File: src/design/mbb_pkg.sv
// ----------------------------------------------------------------------------
// MSB-first bit buffer package
// Shared widths, function codes and the controller/datapath interface types.
// ----------------------------------------------------------------------------
package mbb_pkg;

    localparam int VALUE_W  = 23;
    localparam int COUNT_W  = 5;
    localparam int BW_W     = 16;
    localparam int WORD_W   = 32;
    localparam int MAX_BITS = 23;

    localparam logic FUNC_WRITE = 1'b0;
    localparam logic FUNC_READ  = 1'b1;

    // Commands from the controller to the datapath.
    typedef struct packed {
        logic load_item;
        logic prep;
        logic wr_byte;
        logic rd_byte;
        logic rd_fin;
        logic out_load;
    } mbb_cmd_t;

    // Status from the datapath to the controller.
    typedef struct packed {
        logic is_read;
        logic skip;
        logic last_byte;
    } mbb_sts_t;

endpackage

File: src/design/mbb_ctrl.sv
// ----------------------------------------------------------------------------
// MSB-first bit buffer controller
// Sequences one word at a time through prepare, byte access and output.
// ----------------------------------------------------------------------------
module mbb_ctrl (
    input  logic             aclk,
    input  logic             aresetn,
    input  logic             s_valid,
    output logic             s_ready,
    output logic             m_valid,
    input  logic             m_ready,
    output mbb_pkg::mbb_cmd_t cmd,
    input  mbb_pkg::mbb_sts_t sts
);

    localparam logic [2:0] S_IDLE     = 3'd0;
    localparam logic [2:0] S_PREP     = 3'd1;
    localparam logic [2:0] S_WR       = 3'd2;
    localparam logic [2:0] S_RD       = 3'd3;
    localparam logic [2:0] S_RD_DRAIN = 3'd4;
    localparam logic [2:0] S_RD_FIN   = 3'd5;
    localparam logic [2:0] S_DONE     = 3'd6;

    logic [2:0] state_reg;
    logic [2:0] state_next;
    logic       m_valid_reg;
    logic       m_valid_next;

    always_comb begin
        state_next = state_reg;
        cmd        = '0;
        case (state_reg)
            S_IDLE: begin
                if (s_valid) begin
                    cmd.load_item = 1'b1;
                    state_next    = S_PREP;
                end
            end
            S_PREP: begin
                cmd.prep = 1'b1;
                if (sts.skip) begin
                    state_next = S_DONE;
                end else if (sts.is_read) begin
                    state_next = S_RD;
                end else begin
                    state_next = S_WR;
                end
            end
            S_WR: begin
                cmd.wr_byte = 1'b1;
                if (sts.last_byte) begin
                    state_next = S_DONE;
                end
            end
            S_RD: begin
                cmd.rd_byte = 1'b1;
                if (sts.last_byte) begin
                    state_next = S_RD_DRAIN;
                end
            end
            S_RD_DRAIN: begin
                state_next = S_RD_FIN;
            end
            S_RD_FIN: begin
                cmd.rd_fin = 1'b1;
                state_next = S_DONE;
            end
            S_DONE: begin
                if (!m_valid_reg || m_ready) begin
                    cmd.out_load = 1'b1;
                    state_next   = S_IDLE;
                end
            end
            default: begin
                state_next = S_IDLE;
            end
        endcase
    end

    always_comb begin
        if (cmd.out_load) begin
            m_valid_next = 1'b1;
        end else if (m_ready) begin
            m_valid_next = 1'b0;
        end else begin
            m_valid_next = m_valid_reg;
        end
    end

    always_ff @(posedge aclk) begin
        if (!aresetn) begin
            state_reg   <= S_IDLE;
            m_valid_reg <= 1'b0;
        end else begin
            state_reg   <= state_next;
            m_valid_reg <= m_valid_next;
        end
    end

    assign s_ready = (state_reg == S_IDLE);
    assign m_valid = m_valid_reg;

endmodule

File: config.mk
export PLATFORM = sky130hd
export DESIGN_NAME = mbb_ctrl
export DESIGN_NICKNAME = d
export VERILOG_FILES = /design/src/design/mbb_pkg.sv /design/src/design/mbb_ctrl.sv
export SDC_FILE = /design/constraint.sdc
export NUM_CORES = 1
export LEC_CHECK = 0
export BUFFER_PORTS_ARGS = -buffer_cell sky130_fd_sc_hd__buf_2
export CORE_AREA = 2 2 39 41
export DETAILED_ROUTE_END_ITERATION = 8
export DIE_AREA = 0 0 41 43
export PLACE_DENSITY = 0.54
export SLEW_MARGIN = 20
export SYNTH_ARGS = -nofsm -noshare
export SYNTH_HDL_FRONTEND = slang
export SYNTH_SLANG_ARGS = --single-unit
File: constraint.sdc
create_clock -name aclk -period 1.3 [get_ports aclk]
set_clock_uncertainty 0.1 [all_clocks]
set_input_delay 0.065 -clock aclk [delete_from_list [all_inputs] [get_ports aclk]]
set_output_delay 0.065 -clock aclk [all_outputs]
set_load 0.01 [all_outputs]
# Word level (Yosys, flattened, before mapping)

Cells that the tools add are included.

Flip-flop bits (word level): 4
Output and inout port bits: 8
Word-level logic and storage cells: 34

Eq/ne operators: 10
Multiplexer cells: 17
Reductions and logical operators: 5

Operators by type and width:

| cell                                           | number |
|---|---|
| case mux 3 bit (7 select lines)                | 1 |
| two-way mux 3 bit                              | 5 |
| two-way mux 1 bit                              | 11 |
| == test 3 bit (second input constant)          | 3 |
| != test 2 bit (second input constant)          | 4 |
| == test 3 x 2 -> 1 bit (second input constant) | 2 |
| AND reduction 4 bit                            | 1 |
| == test 3 x 1 -> 1 bit (second input constant) | 1 |
| logical NOT 3 bit                              | 1 |
| nonzero test 2 bit                             | 1 |
| logical NOT 1 bit                              | 1 |
| logical OR 1 bit                               | 1 |

# Logic depth before layout (Yosys ltp)

Depth in word-level cells: 5
Depth in mapped cells: 4

# Least setup slack after synthesis

Ideal clock, no wire load.

Path type: reg2out
From: register state_reg[2]
To: output port cmd[5] in the netlist's numbering
Data arrival time: 1.080 ns
Data required time: 1.135 ns
Slack: 0.055 ns
Stages on the path, launching flop included: 4
Buffers on the path: 1
Cells stage by stage: dfxtp_1 -> clkbuf_1 -> nor3_1 -> and2_1

RTL lines:

| item                   | RTL line       | RTL |
|---|---|---|
| start, declared        | mbb_ctrl.sv:24 | `logic [2:0] state_reg;` |
| start signal, assigned | mbb_ctrl.sv:95 | `state_reg <= state_next;` |
| end, declared          | mbb_ctrl.sv:12 | `output mbb_pkg::mbb_cmd_t cmd,` |

# Final worst setup path

From: register state_reg[1]
To: register state_reg[0]

Longest elaborated chain between the ends: 3
Elaborated cells on any way between the ends: 13
Those cells by class: eq/ne (10); mux (1); reduce/logical (2)

RTL lines:

| item                                        | RTL line       | RTL |
|---|---|---|
| == test 3 bit, or another cell as far along | mbb_ctrl.sv:32 | `case (state_reg)` |
| != test 2 bit (no line)                     | -              |  |
| AND reduction 4 bit (no line)               | -              |  |

Several ways; a longest one is shown, not always the timed one.
A chain may end at the register's enable or synchronous reset.

==> metrics.txt <==
largest net degree at the start of global routing=13; Residual DRC=0; diode count=0; routability cong.=0.707; register bit total from synthesis=4; synthesized net count=41; vias in the first global route=239; worst reg-to-reg setup slack=20 ps; Clk pwr share=between 10% and 20%; peak supply drop=588 µV; Reg power frac=19.7%; number of flip-flops in the largest register=3; largest cells by area after synthesis=dfxtp_1 29%, nand2b_1 6.7%, nor2b_1 6.7%, and2_1 4.5%, clkbuf_1 4.0%; First-pass DRT Iterations=3; Clock Sinks=4; Final Hold Viols=0; Slew headroom=82.7%; P per Cell Area=2020 nW/µm²; Worst-Skew Late Latency=240 ps; Hold Crit Depth=3; area leader, netlist=dfxtp_1; hold slack=91.1 ps; status=finished, final reports clean; 1st-iter DRT viols=8; initial core utilization=20.2%; Setup WS post-layout=24.8 ps; Place WS=roughly 63 ps; clock-pin slew on the worst setup and hold paths=40 ps; TritonCTS clock tree=done; Die Wd=41 µm; non-filler instance count after layout=73; startpoint types=flip-flop; CP peak stage delay=320 ps; final number of setup-violating endpoints=0; DP Area=between 300 and 400 µm²; placed insts=63; P_int=roughly 640 µW; Worst Hold Launch=m_ready; Leak=roughly 0.00026 µW; die height=43 µm; layout cells sized above 1=59.6%; drt wl/cell=10.7 µm; Seq/Total Area, Yosys=28.7%; Netlist cell types=23; period utilisation layout=98.1%; Layout area overhead=79.8%; max_cap viols=0; Ys Warns=0; Critical Path AT=~1400 ps; Gate Count Post-Synth=34; worst r2r src=state_reg[1]$_SDFFE_PN0P_; Cell Area, Synth=279 µm²; total power=1010 µW; worst min-delay path category=input pin to flip-flop; total grt overflow=0; CP Data Required Time=1370 ps; Routed Antenna Nets=0; critical path fanouts, max=6; die area=between 1500 and 2000 µm²; first-pass GRT wire length=between 1000 and 1500 µm; achievable frequency=784 MHz; Slew @ Worst Pin=256 ps; critical path's slowest cell=dfxtp_2; worst reg2reg path depth=4; clk root buf=clkbuf_4; Bufs and invs on worst path=2; Final Cell Area=502 µm²; CP delay by family, top=flip-flops; RSZ-0062 raised after global routing=yes; Sw Share=37.0%; number of H-tree levels=1; type of the worst setup path=flip-flop to flip-flop; Mean Syn Cell Area=between 8 and 9 µm²; nature of the critical path endpoint=flip-flop; Vias=332; IO Count=15; Layout Nets=66; final WL=783 µm; max-slew violations=0; row cnt=14; Final min period=1280 ps; initial antenna violation count=0; Vias/cell=4.55; RR Endpoint=state_reg[0]$_SDFFE_PN0P_; part of the power in combinational logic=between 60% and 70%; WHS Endpoint=m_valid$_SDFFE_PN0P_; core area=1380 µm²; Port Buffers=14; CP cell instances=buf_6 -> buf_12 -> o311ai_0 -> and4_1; overall routing resource usage=a little under a tenth; largest buffer count on any clock path=2; Switch Pwr=roughly 380 µW; CTS Buf Count=3; Synth top area share=28.7%; hpwl dp=488 µm
[synthesized netlist by cell type]
cell type  instances
nand2b_1           3
o311ai_0           1
o211a_1            1
and4_1             1
o21ai_2            1
o311a_1            1
inv_1              1
nand2_1            1
a21boi_0           1
nor4b_1            1
nand3b_1           1
nor3_1             1
clkbuf_1           3
a211oi_1           1
nor2b_1            3
o21bai_1           1
or4_4              1
buf_4              1
nor2_1             2
a21oi_1            1
and3b_1            1
dfxtp_1            4
and2_1             2
[area by class of cell]
type	instances	area, µm²
inverters	1	3.75
fillers	145	882
flip-flops and latches	4	83.8
well taps	16	20.0
repair buffers	24	169
multi-input cells	25	203
clock buffers	3	22.5
[stage by stage]
step	TNS (ps)	util (%)
2_1_floorplan	0	-
3_3_place_gp	0	26.9
3_5_place_dp	0	26.9
4_1_cts	-5.95	30.5
5_1_grt	-97.5	36.3
6_report	0	36.3
[logic make-up (layout without fill, tap and decap cells)]
| logic type | after synthesis | count (layout) | synth area share, % |
|---|---|---|---|
| and+or+nand+nor | 17 | 17 | 39.9 |
| DFF | 4 | 4 | 28.7 |
| AOI/OAI and AO/OA | 8 | 8 | 23.3 |
| buffers and inverters | 5 | 28 | 8.07 |
[worst max path at each step]
stage                              start                   endpoint  slack, ps  depth (start not counted)
2_1_floorplan  state_reg[2]$_SDFFE_PN0P_                     cmd[5]         60                          3
3_3_place_gp   state_reg[0]$_SDFFE_PN0P_  state_reg[1]$_SDFFE_PN0P_         90                          3
3_5_place_dp   state_reg[0]$_SDFFE_PN0P_  state_reg[1]$_SDFFE_PN0P_         60                          3
4_1_cts        state_reg[0]$_SDFFE_PN0P_                     cmd[5]         -6                          4
5_1_grt        state_reg[0]$_SDFFE_PN0P_                     cmd[0]        -30                          4
6_report       state_reg[1]$_SDFFE_PN0P_  state_reg[0]$_SDFFE_PN0P_         20                          4
[power by group through the flow]
stage / sequential (µW) / combinational [µW] / clock, µW
after floorplan: 183 / 287 / 0
after global placement: 180 / 436 / 0
after detailed placement: 181 / 438 / 0
after CTS: 182 / 476 / 168
after global routing: 206 / 705 / 184
final: 200 / 652 / 162
[per-layer routing]
layer / global-route usage [%] / vias to the layer above / routed length, µm
met3: 6.28 / 3 / 43
met4: 6.00 / 0 / 10
met1: 10.9 / 148 / 367
met5: 0 / - / 0
li1: - / 170 / -
met2: 10.9 / 11 / 361
[worst register-to-register path: cells and delay by family, from the launching register on]
family,cells,cell delay [ps]
flops,1,320
simple gates,1,230
buf+inv,2,270
compound gates,1,280
[placed cells by master (no fill, tap or decap), drive strengths merged, types with 2 or more instances in the layout]
| master | count |
|---|---|
| and2 | 2 |
| buf | 23 |
| clkbuf | 3 |
| dfxtp | 4 |
| nand2b | 3 |
| nor2 | 2 |
| nor2b | 3 |
[what timing repair did]
action | in CTS | in global routing
setup endpoints to repair | 3 | 5
hold endpoints to repair | 1 | 0
pin swaps | 0 | 0
buffers inserted | 0 | 5
gates cloned | 0 | 1
resized for setup | 4 | 7
hold buffers | 1 | 0
No activity file was read; power rests on OpenSTA's default activity.
